File: config.mk
export PLATFORM = sky130hd
export DESIGN_NAME = sequential_turn_signal_controller
export DESIGN_NICKNAME = d
export VERILOG_FILES = /design/src/hdl/stsc_pkg.sv /design/src/hdl/sequential_turn_signal_controller.sv /design/src/hdl/stsc_button_eval.sv /design/src/hdl/stsc_lamp_step.sv
export SDC_FILE = /design/constraint.sdc
export NUM_CORES = 1
export LEC_CHECK = 0
export BUFFER_PORTS_ARGS = -buffer_cell sky130_fd_sc_hd__buf_2
export CORE_ASPECT_RATIO = 0.75
export CORE_MARGIN = 2
export CORE_UTILIZATION = 56
export CTS_CLUSTER_DIAMETER = 50
export DETAILED_ROUTE_END_ITERATION = 6
export PLACE_DENSITY = 0.79
export SETUP_SLACK_MARGIN = 0.2
export SLEW_MARGIN = 15
export SYNTH_ARGS = -nofsm -noshare
export SYNTH_HDL_FRONTEND = slang
export SYNTH_SLANG_ARGS = --single-unit
File: constraint.sdc
create_clock -name clk -period 5.9 [get_ports clk]
set_input_delay 1.18 -clock clk [delete_from_list [all_inputs] [get_ports clk]]
set_output_delay 1.18 -clock clk [all_outputs]
set_load 0.005 [all_outputs]
File: src/hdl/stsc_pkg.sv
package stsc_pkg;

	// configuration port
	localparam int CFG_INDEX_W = 1;
	localparam int CFG_DATA_W  = 4;

	localparam logic [CFG_INDEX_W-1:0] CFG_TICK_DIVIDE = 1'b0;
	localparam logic [CFG_INDEX_W-1:0] CFG_HAZARD_HOLD = 1'b1;

	localparam logic [CFG_DATA_W-1:0] TICK_DIVIDE_RESET = 4'd4;
	localparam logic [CFG_DATA_W-1:0] HAZARD_HOLD_RESET = 4'd4;

	// lamp constants
	localparam logic [7:0] LAMPS_ALL_ON  = 8'hFF;
	localparam logic [7:0] LAMPS_ALL_OFF = 8'h00;
	localparam logic [3:0] NIBBLE_ON     = 4'hF;
	localparam logic [3:0] NIBBLE_OFF    = 4'h0;
	localparam logic [3:0] RIGHT_CHASE_START = 4'b1000;
	localparam logic [3:0] LEFT_CHASE_START  = 4'b0001;

	// button flags
	typedef struct packed {
		logic left_held;
		logic right_held;
		logic brake_held;
		logic left_active;
		logic right_active;
		logic brake_active;
		logic hazard_active;
	} btn_state_t;

	// lamp sequencing state
	typedef struct packed {
		logic [7:0] lamp_byte;
		logic [1:0] left_step;
		logic [1:0] right_step;
		logic       hazard_phase_on;
		logic [3:0] hazard_count;
	} lamp_state_t;

endpackage

File: src/hdl/sequential_turn_signal_controller.sv
// Sequential turn signal and brake lamp controller.
// Input channel: one transaction per button tick carrying left_level,
// right_level and brake_level (active high), handshaked by in_valid/in_stall.
// Output channel: one transaction per tick carrying the lamp byte
// lamp_pattern (bits 7..4 left lamps, bits 3..0 right lamps), out_valid/out_stall.
// Configuration: cfg_write with cfg_index 0 sets tick_divide (ticks per lamp
// step), index 1 sets hazard_hold (extra steps per hazard blink phase);
// write only while no tick is in flight.
// A tick accepted at an edge is registered in the input register, evaluated through
// the button and lamp logic, and written to the result register when it can advance.
// Throughput: one tick per cycle while out_stall is low; the button and lamp state
// update is combinational logic between the input register and the result register.
// A result waiting under out_stall does not block the input register, so one
// more tick is taken; the input stalls only when that tick cannot move on.
// Reset clears all lamp and button state, loads tick_divide and hazard_hold
// with 4, and empties both registers.
module sequential_turn_signal_controller (
	input  logic                             clk,
	input  logic                             arst_n,
	input  logic                             cfg_write,
	input  logic [stsc_pkg::CFG_INDEX_W-1:0] cfg_index,
	input  logic [stsc_pkg::CFG_DATA_W-1:0]  cfg_data,
	input  logic                             in_valid,
	output logic                             in_stall,
	input  logic                             left_level,
	input  logic                             right_level,
	input  logic                             brake_level,
	output logic                             out_valid,
	input  logic                             out_stall,
	output logic [7:0]                       lamp_pattern
);
	import stsc_pkg::*;

	logic                  valid_s1;
	logic                  left_s1;
	logic                  right_s1;
	logic                  brake_s1;
	logic                  out_valid_q;
	logic [7:0]            lamp_pattern_q;
	logic [CFG_DATA_W-1:0] tick_divide_q;
	logic [CFG_DATA_W-1:0] hazard_hold_q;
	logic [3:0]            tick_count_q;
	btn_state_t            btn_q;
	btn_state_t            btn_nxt;
	lamp_state_t           lamp_q;
	lamp_state_t           lamp_nxt;
	logic [4:0]            tick_next;
	logic                  step_due;
	logic                  advance;

	// handshake
	assign advance   = valid_s1 && (!out_valid_q || !out_stall);
	assign in_stall  = valid_s1 && !advance;
	assign out_valid = out_valid_q;
	assign lamp_pattern = lamp_pattern_q;

	// configuration registers
	always_ff @(posedge clk or negedge arst_n) begin
		if (!arst_n) begin
			tick_divide_q <= TICK_DIVIDE_RESET;
			hazard_hold_q <= HAZARD_HOLD_RESET;
		end else if (cfg_write) begin
			case (cfg_index)
				CFG_TICK_DIVIDE: tick_divide_q <= cfg_data;
				CFG_HAZARD_HOLD: hazard_hold_q <= cfg_data;
				default: ;
			endcase
		end
	end

	// input register
	always_ff @(posedge clk or negedge arst_n) begin
		if (!arst_n) begin
			valid_s1 <= 1'b0;
		end else if (!in_stall) begin
			valid_s1 <= in_valid;
		end
	end

	always_ff @(posedge clk) begin
		if (in_valid && !in_stall) begin
			left_s1  <= left_level;
			right_s1 <= right_level;
			brake_s1 <= brake_level;
		end
	end

	// button evaluation and lamp step
	stsc_button_eval u_button_eval (
		.cur         (btn_q),
		.left_level  (left_s1),
		.right_level (right_s1),
		.brake_level (brake_s1),
		.nxt         (btn_nxt)
	);

	stsc_lamp_step u_lamp_step (
		.cur         (lamp_q),
		.btn         (btn_nxt),
		.hazard_hold (hazard_hold_q),
		.nxt         (lamp_nxt)
	);

	// tick divider
	assign tick_next = {1'b0, tick_count_q} + 5'd1;
	assign step_due  = tick_next >= {1'b0, tick_divide_q};

	// state update for each transaction
	always_ff @(posedge clk or negedge arst_n) begin
		if (!arst_n) begin
			btn_q        <= '0;
			lamp_q       <= '0;
			tick_count_q <= 4'd0;
		end else if (advance) begin
			btn_q <= btn_nxt;
			if (step_due) begin
				lamp_q       <= lamp_nxt;
				tick_count_q <= 4'd0;
			end else begin
				tick_count_q <= tick_next[3:0];
			end
		end
	end

	// result register
	always_ff @(posedge clk or negedge arst_n) begin
		if (!arst_n) begin
			out_valid_q <= 1'b0;
		end else if (advance) begin
			out_valid_q <= 1'b1;
		end else if (!out_stall) begin
			out_valid_q <= 1'b0;
		end
	end

	always_ff @(posedge clk) begin
		if (advance) begin
			lamp_pattern_q <= step_due ? lamp_nxt.lamp_byte : lamp_q.lamp_byte;
		end
	end

	// checks
	assert property (@(posedge clk) disable iff (!arst_n)
		!(btn_q.left_active && btn_q.right_active))
		else $error("left and right signals active together");

	assert property (@(posedge clk) disable iff (!arst_n)
		tick_count_q != 4'hF)
		else $error("tick count ran past its period");

	assert property (@(posedge clk) disable iff (!arst_n)
		in_stall |-> (valid_s1 && out_valid_q && out_stall))
		else $error("input stalled with room in the pipeline");

endmodule

File: src/hdl/stsc_button_eval.sv
module stsc_button_eval (
	input  stsc_pkg::btn_state_t cur,
	input  logic                 left_level,
	input  logic                 right_level,
	input  logic                 brake_level,
	output stsc_pkg::btn_state_t nxt
);
	import stsc_pkg::*;

	// press and release handling, left then right then brake
	always_comb begin
		nxt = cur;
		if ((!cur.left_held || !cur.right_held) && left_level && right_level) begin
			// both sides pressed together toggle hazard mode
			nxt.hazard_active = !cur.hazard_active;
			nxt.left_held     = 1'b1;
			nxt.right_held    = 1'b1;
			nxt.brake_held    = 1'b0;
		end else if (!cur.hazard_active) begin
			if (cur.left_held && !left_level) begin
				nxt.left_held = 1'b0;
			end else if (!cur.left_held && left_level) begin
				nxt.left_active  = !cur.left_active;
				nxt.left_held    = 1'b1;
				nxt.right_active = 1'b0;
			end
			if (nxt.right_held && !right_level) begin
				nxt.right_held = 1'b0;
			end else if (!nxt.right_held && right_level) begin
				nxt.right_active = !nxt.right_active;
				nxt.right_held   = 1'b1;
				nxt.left_active  = 1'b0;
			end
			if (cur.brake_held && !brake_level) begin
				nxt.brake_held = 1'b0;
			end else if (!cur.brake_held && brake_level) begin
				nxt.brake_active = !cur.brake_active;
				nxt.brake_held   = 1'b1;
			end
		end else begin
			// hazard mode only tracks releases
			if (cur.left_held && !left_level) begin
				nxt.left_held = 1'b0;
			end
			if (cur.right_held && !right_level) begin
				nxt.right_held = 1'b0;
			end
		end
	end

endmodule

File: src/hdl/stsc_lamp_step.sv
module stsc_lamp_step (
	input  stsc_pkg::lamp_state_t cur,
	input  stsc_pkg::btn_state_t  btn,
	input  logic [3:0]            hazard_hold,
	output stsc_pkg::lamp_state_t nxt
);
	import stsc_pkg::*;

	logic [3:0] right_nibble;
	logic [3:0] left_nibble;

	// one lamp update step
	always_comb begin
		nxt          = cur;
		right_nibble = cur.lamp_byte[3:0];
		left_nibble  = cur.lamp_byte[7:4];
		if (btn.hazard_active) begin
			nxt.lamp_byte = cur.hazard_phase_on ? LAMPS_ALL_ON : LAMPS_ALL_OFF;
			if (cur.hazard_count < hazard_hold) begin
				nxt.hazard_count = cur.hazard_count + 4'd1;
			end else begin
				nxt.hazard_count    = 4'd0;
				nxt.hazard_phase_on = !cur.hazard_phase_on;
			end
		end else begin
			// right side chases downward from bit 3, or shows the brake
			if (btn.right_active || (cur.right_step != 2'd0)) begin
				right_nibble   = RIGHT_CHASE_START >> cur.right_step;
				nxt.right_step = cur.right_step + 2'd1;
			end else begin
				right_nibble   = btn.brake_active ? NIBBLE_ON : NIBBLE_OFF;
				nxt.right_step = 2'd0;
			end
			// left side chases upward from bit 4, or shows the brake
			if (btn.left_active || (cur.left_step != 2'd0)) begin
				left_nibble   = LEFT_CHASE_START << cur.left_step;
				nxt.left_step = cur.left_step + 2'd1;
			end else begin
				left_nibble   = btn.brake_active ? NIBBLE_ON : NIBBLE_OFF;
				nxt.left_step = 2'd0;
			end
			nxt.lamp_byte = {left_nibble, right_nibble};
		end
	end

endmodule
==> reports/results.ini, run 1 <==
[sta]
fin_tns_setup_ns=0
min_period_ns=3.06
fmaxAchievable_ghz=0.327
rsz0062_at_grt=false
finalCritPeriodShare=0.518
worst_slew_pin_slew_ns=0.920
clock_skew_ns=0.00674
slew_violations=0
setup_viol=0
slew_headroom=0.387
finalHoldViolCount=0

[cells_and_area]
fin_nets=333
syn2layout_area_growth_pct=10.0
final_cell_mix=36 x dfrtp_1, 34 x nand2_1, 24 x inv_1, 24 x ha_1, 22 x buf_2
fin_area_mm2=0.00307
drive_gt1_frac=0.209
antennaDiodeCount=0
layout_commonest_cell=dfrtp_1

[flow_run]
drv_cap=0

[power]
vdd.ir_drop.worst_mv=0.214
power_leakage_nw=1.45
p_per_area_mw_per_mm2=542

[grt]
grt-ovfl-total=0
grt_pass1_wl_um=9030
antenna_found_initial=0
grt_pass1_vias=1969
grt_usage=0.209
grt_max_degree=39

[clock_network]
post_cts_buffers=0
cts.sinks=49
htree_levels=2
cts_max_path_buffers=2
hold_buffers=0
tritoncts=built
cts_root_buf=clkbuf_8
numCtsBuffers=5
cts.repair.resized=0
clk_pin_slew_ns=0.09
clkLatencyLatePin_ns=0.30

[synth]
netlist.area_leader.share=0.323
yosysTopAreaCell=dfrtp_1
synth_area_per_cell_um2=10.2
syn_nets=311
ys_warn_count=0
synthCells=274
synth.distinct_cells=47
ys_ff_latch=49
ys.flop_type=dfrtp_1
seq_area_frac_synth=0.460
async_flop_share=0.776
syn_area_mm2=0.00279
ys_top_cells_by_area=dfrtp_1 32%, edfxtp_1 12%, ha_1 11%
synth_edf_count=11

[placement]
gp_congestion=0.797
hpwlAfterDp_um=3780
dpl_cell_area_mm2=0.00294
port_buffers=22

[die]
ioPinCount=23
die_h_um=65.2
initial_utilization=0.576
die-area_mm2=0.00557
fp.coreArea_mm2=0.00484
die-width_um=85.5
rows=22

[critical_path]
reg2reg_depth=9
criticalPathCategory=flip-flop to flip-flop
ff2ff_setup_slack_ns=2.84
arrival_ns=3.29
cp.required_ns=6.13
crit_start=tick_count_q[0]$_DFFE_PN0P_
start_kind=flip-flop
endpoint=lamp_q[3]$_DFFE_PN0P_
critPathMaxFanout=24
rr_endpoint=lamp_q[3]$_DFFE_PN0P_
r2r_start=tick_count_q[0]$_DFFE_PN0P_
endpoint_kind=flip-flop

[drt]
vias=1987
routed_wl_um=5110
first_pass_iters=4
postRouteAntennaNets=0
drtIter0Drc=125
via_per_inst=5.57
drc=0
drt-wirelength-per-cell_um=14.3

[outcome]
status=finished clean

[min_path]
hp-class=flip-flop to flip-flop

## cells in the mapped netlist, types with 2 or more instances
| library cell | n |
|---|---|
| nor3_1 | 6 |
| nor3_2 | 5 |
| dfstp_2 | 2 |
| and2_1 | 3 |
| o21ai_0 | 11 |
| nand2_1 | 34 |
| a21o_1 | 5 |
| nand3_1 | 9 |
| nor2_1 | 13 |
| edfxtp_1 | 11 |
| dfrtp_1 | 36 |
| xnor2_1 | 2 |
| nand2_2 | 3 |
| o21ai_1 | 4 |
| a211oi_1 | 7 |
| ha_1 | 24 |
| nor2b_1 | 2 |
| buf_2 | 4 |
| mux2_2 | 9 |
| inv_1 | 24 |
| a31oi_1 | 7 |
| nand2b_1 | 9 |
| xor2_1 | 3 |
| a21oi_1 | 10 |
| clkbuf_1 | 2 |
| o21ai_2 | 3 |
| o211a_1 | 6 |
## layer usage
metal / GRT usage / up-vias / wire length (um)
met3: 0.0578 / 10 / 271
met5: 0 / - / 0
met4: 0.0853 / 0 / 99
met2: 0.332 / 40 / 2360
met1: 0.271 / 934 / 2380
li1: - / 1003 / -
## per-stage QoR
stage	total power, mW	worst slack (ns)	hold slack (ns)	cells	utilization
after floorplan	1.21	3.39	0.457	274	-
after global placement	1.35	2.83	0.486	349	0.607
after detailed placement	1.39	2.75	0.487	349	0.607
after CTS	1.68	2.82	0.507	357	0.634
after global routing	1.82	2.50	0.527	357	0.634
final	1.67	2.84	0.500	357	0.634
## report_power, final
group / internal [mW] / switching, mW
Combinational: 0.332 / 0.453
Sequential: 0.503 / 0.0997
Clock: 0.168 / 0.110
Total: 1.00 / 0.663
## sequential cells by signal (all words and copies together), names as in the netlist
register and count:
lamp_pattern 8, hazard_hold_q 4, btn_q 7, valid_s1 1, right_s1 1, left_s1 1
lamp_q 17, brake_s1 1, out_valid 1, tick_count_q 4, tick_divide_q 4
## critical path, stage by stage, from the launching register on
cell and delay, ns:
dfrtp_1 0.44, ha_1 0.26, xor2_1 0.19, ha_1 0.31
a21o_1 0.11, a31oi_1 0.05, o21ai_2 0.73, nand2_1 0.28
or4_1 0.53, o211ai_1 0.09
## final cells by class
type / instances / area [um2]
clock buffer: 5 / 68.8
clock inverter: 3 / 65.1
fill: 387 / 1770
inverter: 25 / 93.8
multi-input combinational: 192 / 1370
sequential: 49 / 1280
tap: 60 / 75.1
timing repair buffer: 23 / 118
## kinds of logic after synthesis
group / after synthesis / share of synthesized area
XOR/XNOR: 5 / 0.0157
adder cells (fa/ha/maj): 24 / 0.108
AO/OA/AOI/OAI: 65 / 0.171
buffers and inverters: 33 / 0.0502
multiplexers: 9 / 0.0363
flip-flops: 49 / 0.460
AND/OR/NAND/NOR: 89 / 0.160
## how the worst min path moves through the flow
stage / startpoint / end / slack [ns] / cells after the start
global route: valid_s1$_DFFE_PN0N_ / out_valid$_DFFE_PN0P_ / 0.53 / 1
detailed placement: valid_s1$_DFFE_PN0N_ / out_valid$_DFFE_PN0P_ / 0.49 / 1
finish: valid_s1$_DFFE_PN0N_ / out_valid$_DFFE_PN0P_ / 0.50 / 1
floorplan: valid_s1$_DFFE_PN0N_ / out_valid$_DFFE_PN0P_ / 0.46 / 1
global placement: valid_s1$_DFFE_PN0N_ / out_valid$_DFFE_PN0P_ / 0.49 / 1
CTS: valid_s1$_DFFE_PN0N_ / out_valid$_DFFE_PN0P_ / 0.51 / 1
Note: power is estimated with default switching activity, not from simulation.
==> run 2: changes to the inputs <==
==> constraint.sdc (replaced) <==
create_clock -name clk -period 3 [get_ports clk]
set_input_delay 0.6 -clock clk [delete_from_list [all_inputs] [get_ports clk]]
set_output_delay 0.6 -clock clk [all_outputs]
set_load 0.005 [all_outputs]
==> run 2 against run 1 <==
Effect of this change: die area did not move; count of clock-buffer cells in the layout rose by 3; sequential share of layout area rose by 0.29 points; worst hold slack got worse by 0.10 ns; flip-flop and latch count did not move; largest power group unchanged; critical path depth rose by 1; register-to-register slack got worse by 2.4 ns; global-route usage fell by 1.2 points; power rose by 88%; highest routed layer unchanged; cell count rose by 0.56%; sequential power rose by 96%.
==> reports/results.ini, run 2 (synthesized netlist as in run 1, its figures left out) <==
[cells_and_area]
fin_nets=335
drive_gt1_frac=0.207
syn2layout_area_growth_pct=9.27
layout_commonest_cell=dfrtp_1
final_cell_mix=36 x dfrtp_1, 34 x nand2_1, 24 x inv_1, 24 x ha_1, 22 x buf_2
largest_register=lamp_q
antennaDiodeCount=0
fill_cells=393
fin_area_mm2=0.00305
largest_reg_flops=17

[min_path]
hp-class=primary input to async pin

[clock_network]
cts.sinks=49
htree_levels=2
numCtsBuffers=5
hold_buffers=0
tritoncts=built
cts_max_path_buffers=2
post_cts_buffers=0
cts.repair.resized=0
clkLatencyLatePin_ns=0.29
clk_pin_slew_ns=0.08
cts_root_buf=clkbuf_8

[drt]
drc=0
routed_wl_um=4880
first_pass_iters=4
postRouteAntennaNets=0
vias=1969
drt-wirelength-per-cell_um=13.6
via_per_inst=5.48
drtIter0Drc=169

[die]
fp.coreArea_mm2=0.00484
ioPinCount=23
rows=22
die_h_um=65.2
die-area_mm2=0.00557
initial_utilization=0.576
die-width_um=85.5

[critical_path]
crit_chain=ha_1 -> xor2_1 -> ha_1 -> a21o_1 -> a31oi_1 -> o22ai_1 -> buf_4 -> nand3_1 -> o21ai_2 -> a211oi_1
critical-path-max-stage-delay_ns=0.43
start_kind=flip-flop
cp.required_ns=3.20
critPathMaxFanout=19
slowest_stage=dfrtp_1
cp_common_cell=ha_1
criticalPathCategory=flip-flop to flip-flop
endpoint_kind=flip-flop
crit_family=compound AO/OA/AOI/OAI gates
crit_buf_inv=1
arrival_ns=2.80

[placement]
port_buffers=22
gp_congestion=0.851
dpl_cell_area_mm2=0.00295
hpwlAfterDp_um=3600
pre_cts_ws_ns=0.424

[grt]
grt_max_degree=39
grt_pass1_wl_um=8570
antenna_found_initial=0
grt_usage=0.196
grt_pass1_vias=1904
grt.met3_usage=0.0389
top_usage_layer=met2
use_met2=0.308
grt-ovfl-total=0
grt_use_met1=0.278

[power]
power_leakage_nw=1.43
p_per_area_mw_per_mm2=1030
vdd.ir_drop.worst_mv=0.512

[sta]
worst_slew_pin_slew_ns=0.835
slew_headroom=0.443
min_period_ns=2.60
finalCritPeriodShare=0.865
layout_setup_ws_ns=0.404
rsz0062_at_grt=true
fin_tns_setup_ns=0
setup_viol=0
slew_violations=0
clock_skew_ns=0.00478
finalHoldViolCount=0
fmaxAchievable_ghz=0.385

[flow_run]
drv_cap=0

[outcome]
status=finished clean

[run 2: changes by cell type in the layout (fill, tap and decap cells not counted)]
| cell | change |
|---|---|
| bufinv_16 | -2 |
| clkinv_2 | -1 |
| o21ai_4 | +1 |
| clkbuf_8 | +1 |
| buf_4 | +2 |
| o21ai_2 | -1 |
| clkbuf_1 | +2 |
[run 2: path summary, 6_finish.rpt]
kind	end	startpoint	slack [ns]	cells after the start
setup / recovery	lamp_q[11]$_DFFE_PN0P_	tick_count_q[0]$_DFFE_PN0P_	0.40	10
hold / removal	btn_q[5]$_DFFE_PN0P_	arst_n	0.40	1
setup reg to reg	lamp_q[11]$_DFFE_PN0P_	tick_count_q[0]$_DFFE_PN0P_	0.40	10
hold reg to reg	out_valid$_DFFE_PN0P_	valid_s1$_DFFE_PN0N_	0.49	1
max in group asynchronous	tick_count_q[3]$_DFFE_PN0P_	arst_n	2.07	1
min in group clk	left_s1$_DFFE_PP_	left_level	0.48	1
[run 2: where the power goes]
group	switching (mW)	total, mW	internal [mW]	leakage, nW
Clock	0.205	0.394	0.188	0.0455
Combinational	0.884	1.56	0.680	0.831
Sequential	0.189	1.18	0.988	0.559
Total	1.28	3.13	1.86	1.43
[run 2: area by class of cell]
cell class	instances	area, um2	area share
multi-input cells	192	1380	0.451
flip-flops and latches	49	1280	0.421
repair buffers	25	133	0.0435
inverters	25	93.8	0.0308
clock buffers	8	90.1	0.0295
well taps	60	75.1	0.0246
[run 2: through the flow]
step           utilization  hold slack, ns  power [mW]  instances
3_3_place_gp         0.610           0.462        2.67        351
2_1_floorplan            -           0.304        2.37        274
5_1_grt              0.630           0.463        3.43        359
6_report             0.630           0.400        3.13        359
3_5_place_dp         0.610           0.476        2.73        351
4_1_cts              0.628           0.437        3.13        359
[run 2: layer usage]
| layer | share of wire | vias to the layer above |
|---|---|---|
| li1 | - | 1006 |
| met1 | 0.50 | 935 |
| met2 | 0.46 | 23 |
| met3 | 0.027 | 5 |
| met4 | 0.010 | 0 |
| met5 | 0 | - |
[run 2: worst reg2reg max path: stages, from the launching register on]
cell and delay (ns):
dfrtp_1 0.43, ha_1 0.24, xor2_1 0.25, ha_1 0.30, a21o_1 0.16, a31oi_1 0.30
o22ai_1 0.15, buf_4 0.23, nand3_1 0.12, o21ai_2 0.09, a211oi_1 0.24
==> run 3: changes to the inputs <==
--- a/config.mk
+++ b/config.mk
@@ -6,12 +6,12 @@
 export NUM_CORES = 1
 export LEC_CHECK = 0
 export BUFFER_PORTS_ARGS = -buffer_cell sky130_fd_sc_hd__buf_2
-export CORE_ASPECT_RATIO = 0.75
+export CORE_ASPECT_RATIO = 2
 export CORE_MARGIN = 2
 export CORE_UTILIZATION = 56
 export CTS_CLUSTER_DIAMETER = 50
 export DETAILED_ROUTE_END_ITERATION = 6
-export PLACE_DENSITY = 0.79
+export PLACE_DENSITY = 0.84
 export SETUP_SLACK_MARGIN = 0.2
 export SLEW_MARGIN = 15
 export SYNTH_ARGS = -nofsm -noshare
==> run 3 against run 2 <==
Effect of this change: power hardly changed; via count is 2.6% higher; global-route usage rose by 1.7 points; critical path depth did not move; combinational power hardly changed; critical path type unchanged; routed wire length grew 5.6%; fmax is 0.32% higher; worst setup slack gained 0.0082 ns; sequential power about the same.
==> reports/results.ini, run 3 (synthesized netlist as in run 1, its figures left out) <==
[outcome]
status=finished clean

[min_path]
hp-class=primary input to async pin

[critical_path]
cp_common_cell=ha_1
r2r_start=tick_count_q[0]$_DFFE_PN0P_
endpoint_kind=flip-flop
start_kind=flip-flop
arrival_ns=2.81
crit_start=tick_count_q[0]$_DFFE_PN0P_
cp.required_ns=3.22
crit_buf_inv=1
crit_chain=ha_1 -> xor2_1 -> ha_1 -> a21o_1 -> a31oi_1 -> o22ai_2 -> buf_4 -> nand3_1 -> o21ai_2 -> a211oi_1
criticalPathCategory=flip-flop to flip-flop
crit_family=compound AO/OA/AOI/OAI gates
slowest_stage=dfrtp_1
critPathMaxFanout=11
critical-path-max-stage-delay_ns=0.44

[placement]
dpl_cell_area_mm2=0.00296
hpwlAfterDp_um=3940
pre_cts_ws_ns=0.296
gp_congestion=0.846
dpl.cell_count=349
port_buffers=22

[sta]
rsz0062_at_grt=false
fin_tns_setup_ns=0
min_period_ns=2.59
slew_violations=0
layout_setup_ws_ns=0.412
setup_viol=0
finalHoldViolCount=0
clock_skew_ns=0.00969
holdWs_ns=0.382
worst_slew_pin_slew_ns=0.847
finalCritPeriodShare=0.863
slew_headroom=0.435
fmaxAchievable_ghz=0.386

[clock_network]
clk_pin_slew_ns=0.09
post_cts_buffers=0
htree_levels=2
cts_root_buf=clkbuf_8
cts_max_path_buffers=2
cts.sinks=49
clkLatencyLatePin_ns=0.31
cts.repair.resized=0
tritoncts=built
hold_buffers=0
numCtsBuffers=5

[cells_and_area]
antennaDiodeCount=0
largest_reg_flops=17
final_cells=357
final_cell_mix=36 x dfrtp_1, 34 x nand2_1, 24 x inv_1, 24 x ha_1, 22 x buf_2
largest_register=lamp_q
fill_cells=393
fin_nets=336
layout_commonest_cell=dfrtp_1
drive_gt1_frac=0.217
syn2layout_area_growth_pct=9.27
final_util=0.633
fin_area_mm2=0.00305

[die]
die_h_um=104
die-area_mm2=0.00560
fp.coreArea_mm2=0.00482
ioPinCount=23
initial_utilization=0.579
die-width_um=53.9
rows=36

[power]
vdd.ir_drop.worst_mv=0.766
p_per_area_mw_per_mm2=1030
fin_total_pwr_mw=3.14
power_leakage_nw=1.43

[grt]
grt-ovfl-total=0
grt_usage=0.213
grt.met3_usage=0.0474
use_met2=0.363
grt_pass1_vias=1973
top_usage_layer=met2
grt_max_degree=39
grt_use_met1=0.239
grt_pass1_wl_um=8780
antenna_found_initial=0

[flow_run]
drv_cap=0

[drt]
drt-wirelength-per-cell_um=14.4
postRouteAntennaNets=0
routed_wl_um=5150
via_per_inst=5.66
first_pass_iters=4
drtIter0Drc=17
drc=0
vias=2021

## run 3: worst paths after layout
kind | slack (ns) | cells past startpoint | to
max | 0.41 | 10 | lamp_q[9]$_DFFE_PN0P_
min | 0.38 | 1 | tick_divide_q[0]$_DFFE_PN0P_
max reg2reg | 0.41 | 10 | lamp_q[9]$_DFFE_PN0P_
min reg2reg | 0.50 | 1 | out_valid$_DFFE_PN0P_
max in group asynchronous | 2.08 | 1 | btn_q[2]$_DFFE_PN0P_
min in group clk | 0.46 | 1 | left_s1$_DFFE_PP_
## run 3: layer usage
metal	part of all wire	wire length [um]
met1	0.39	1990
met2	0.57	2910
met3	0.024	123
met4	0.025	129
met5	0	0
## run 3: where the power goes
group	switching [mW]	internal [mW]
clock	0.225	0.164
sequential	0.192	0.988
combinational	0.889	0.678
## run 3: worst reg2reg max path, cell delays in order (launching register included)
cell,delay [ns]
dfrtp_1,0.44
ha_1,0.25
xor2_1,0.21
ha_1,0.28
a21o_1,0.16
a31oi_1,0.29
o22ai_2,0.23
buf_4,0.23
nand3_1,0.10
o21ai_2,0.08
a211oi_1,0.23
## run 3: cell type report
type / count / area (um2) / area share
inverters: 25 / 93.8 / 0.0308
clock buffers: 6 / 72.6 / 0.0238
multi-input cells: 192 / 1380 / 0.451
clock inverters: 2 / 15.0 / 0.00492
well taps: 57 / 71.3 / 0.0234
flip-flops and latches: 49 / 1280 / 0.421
repair buffers: 26 / 140 / 0.0459
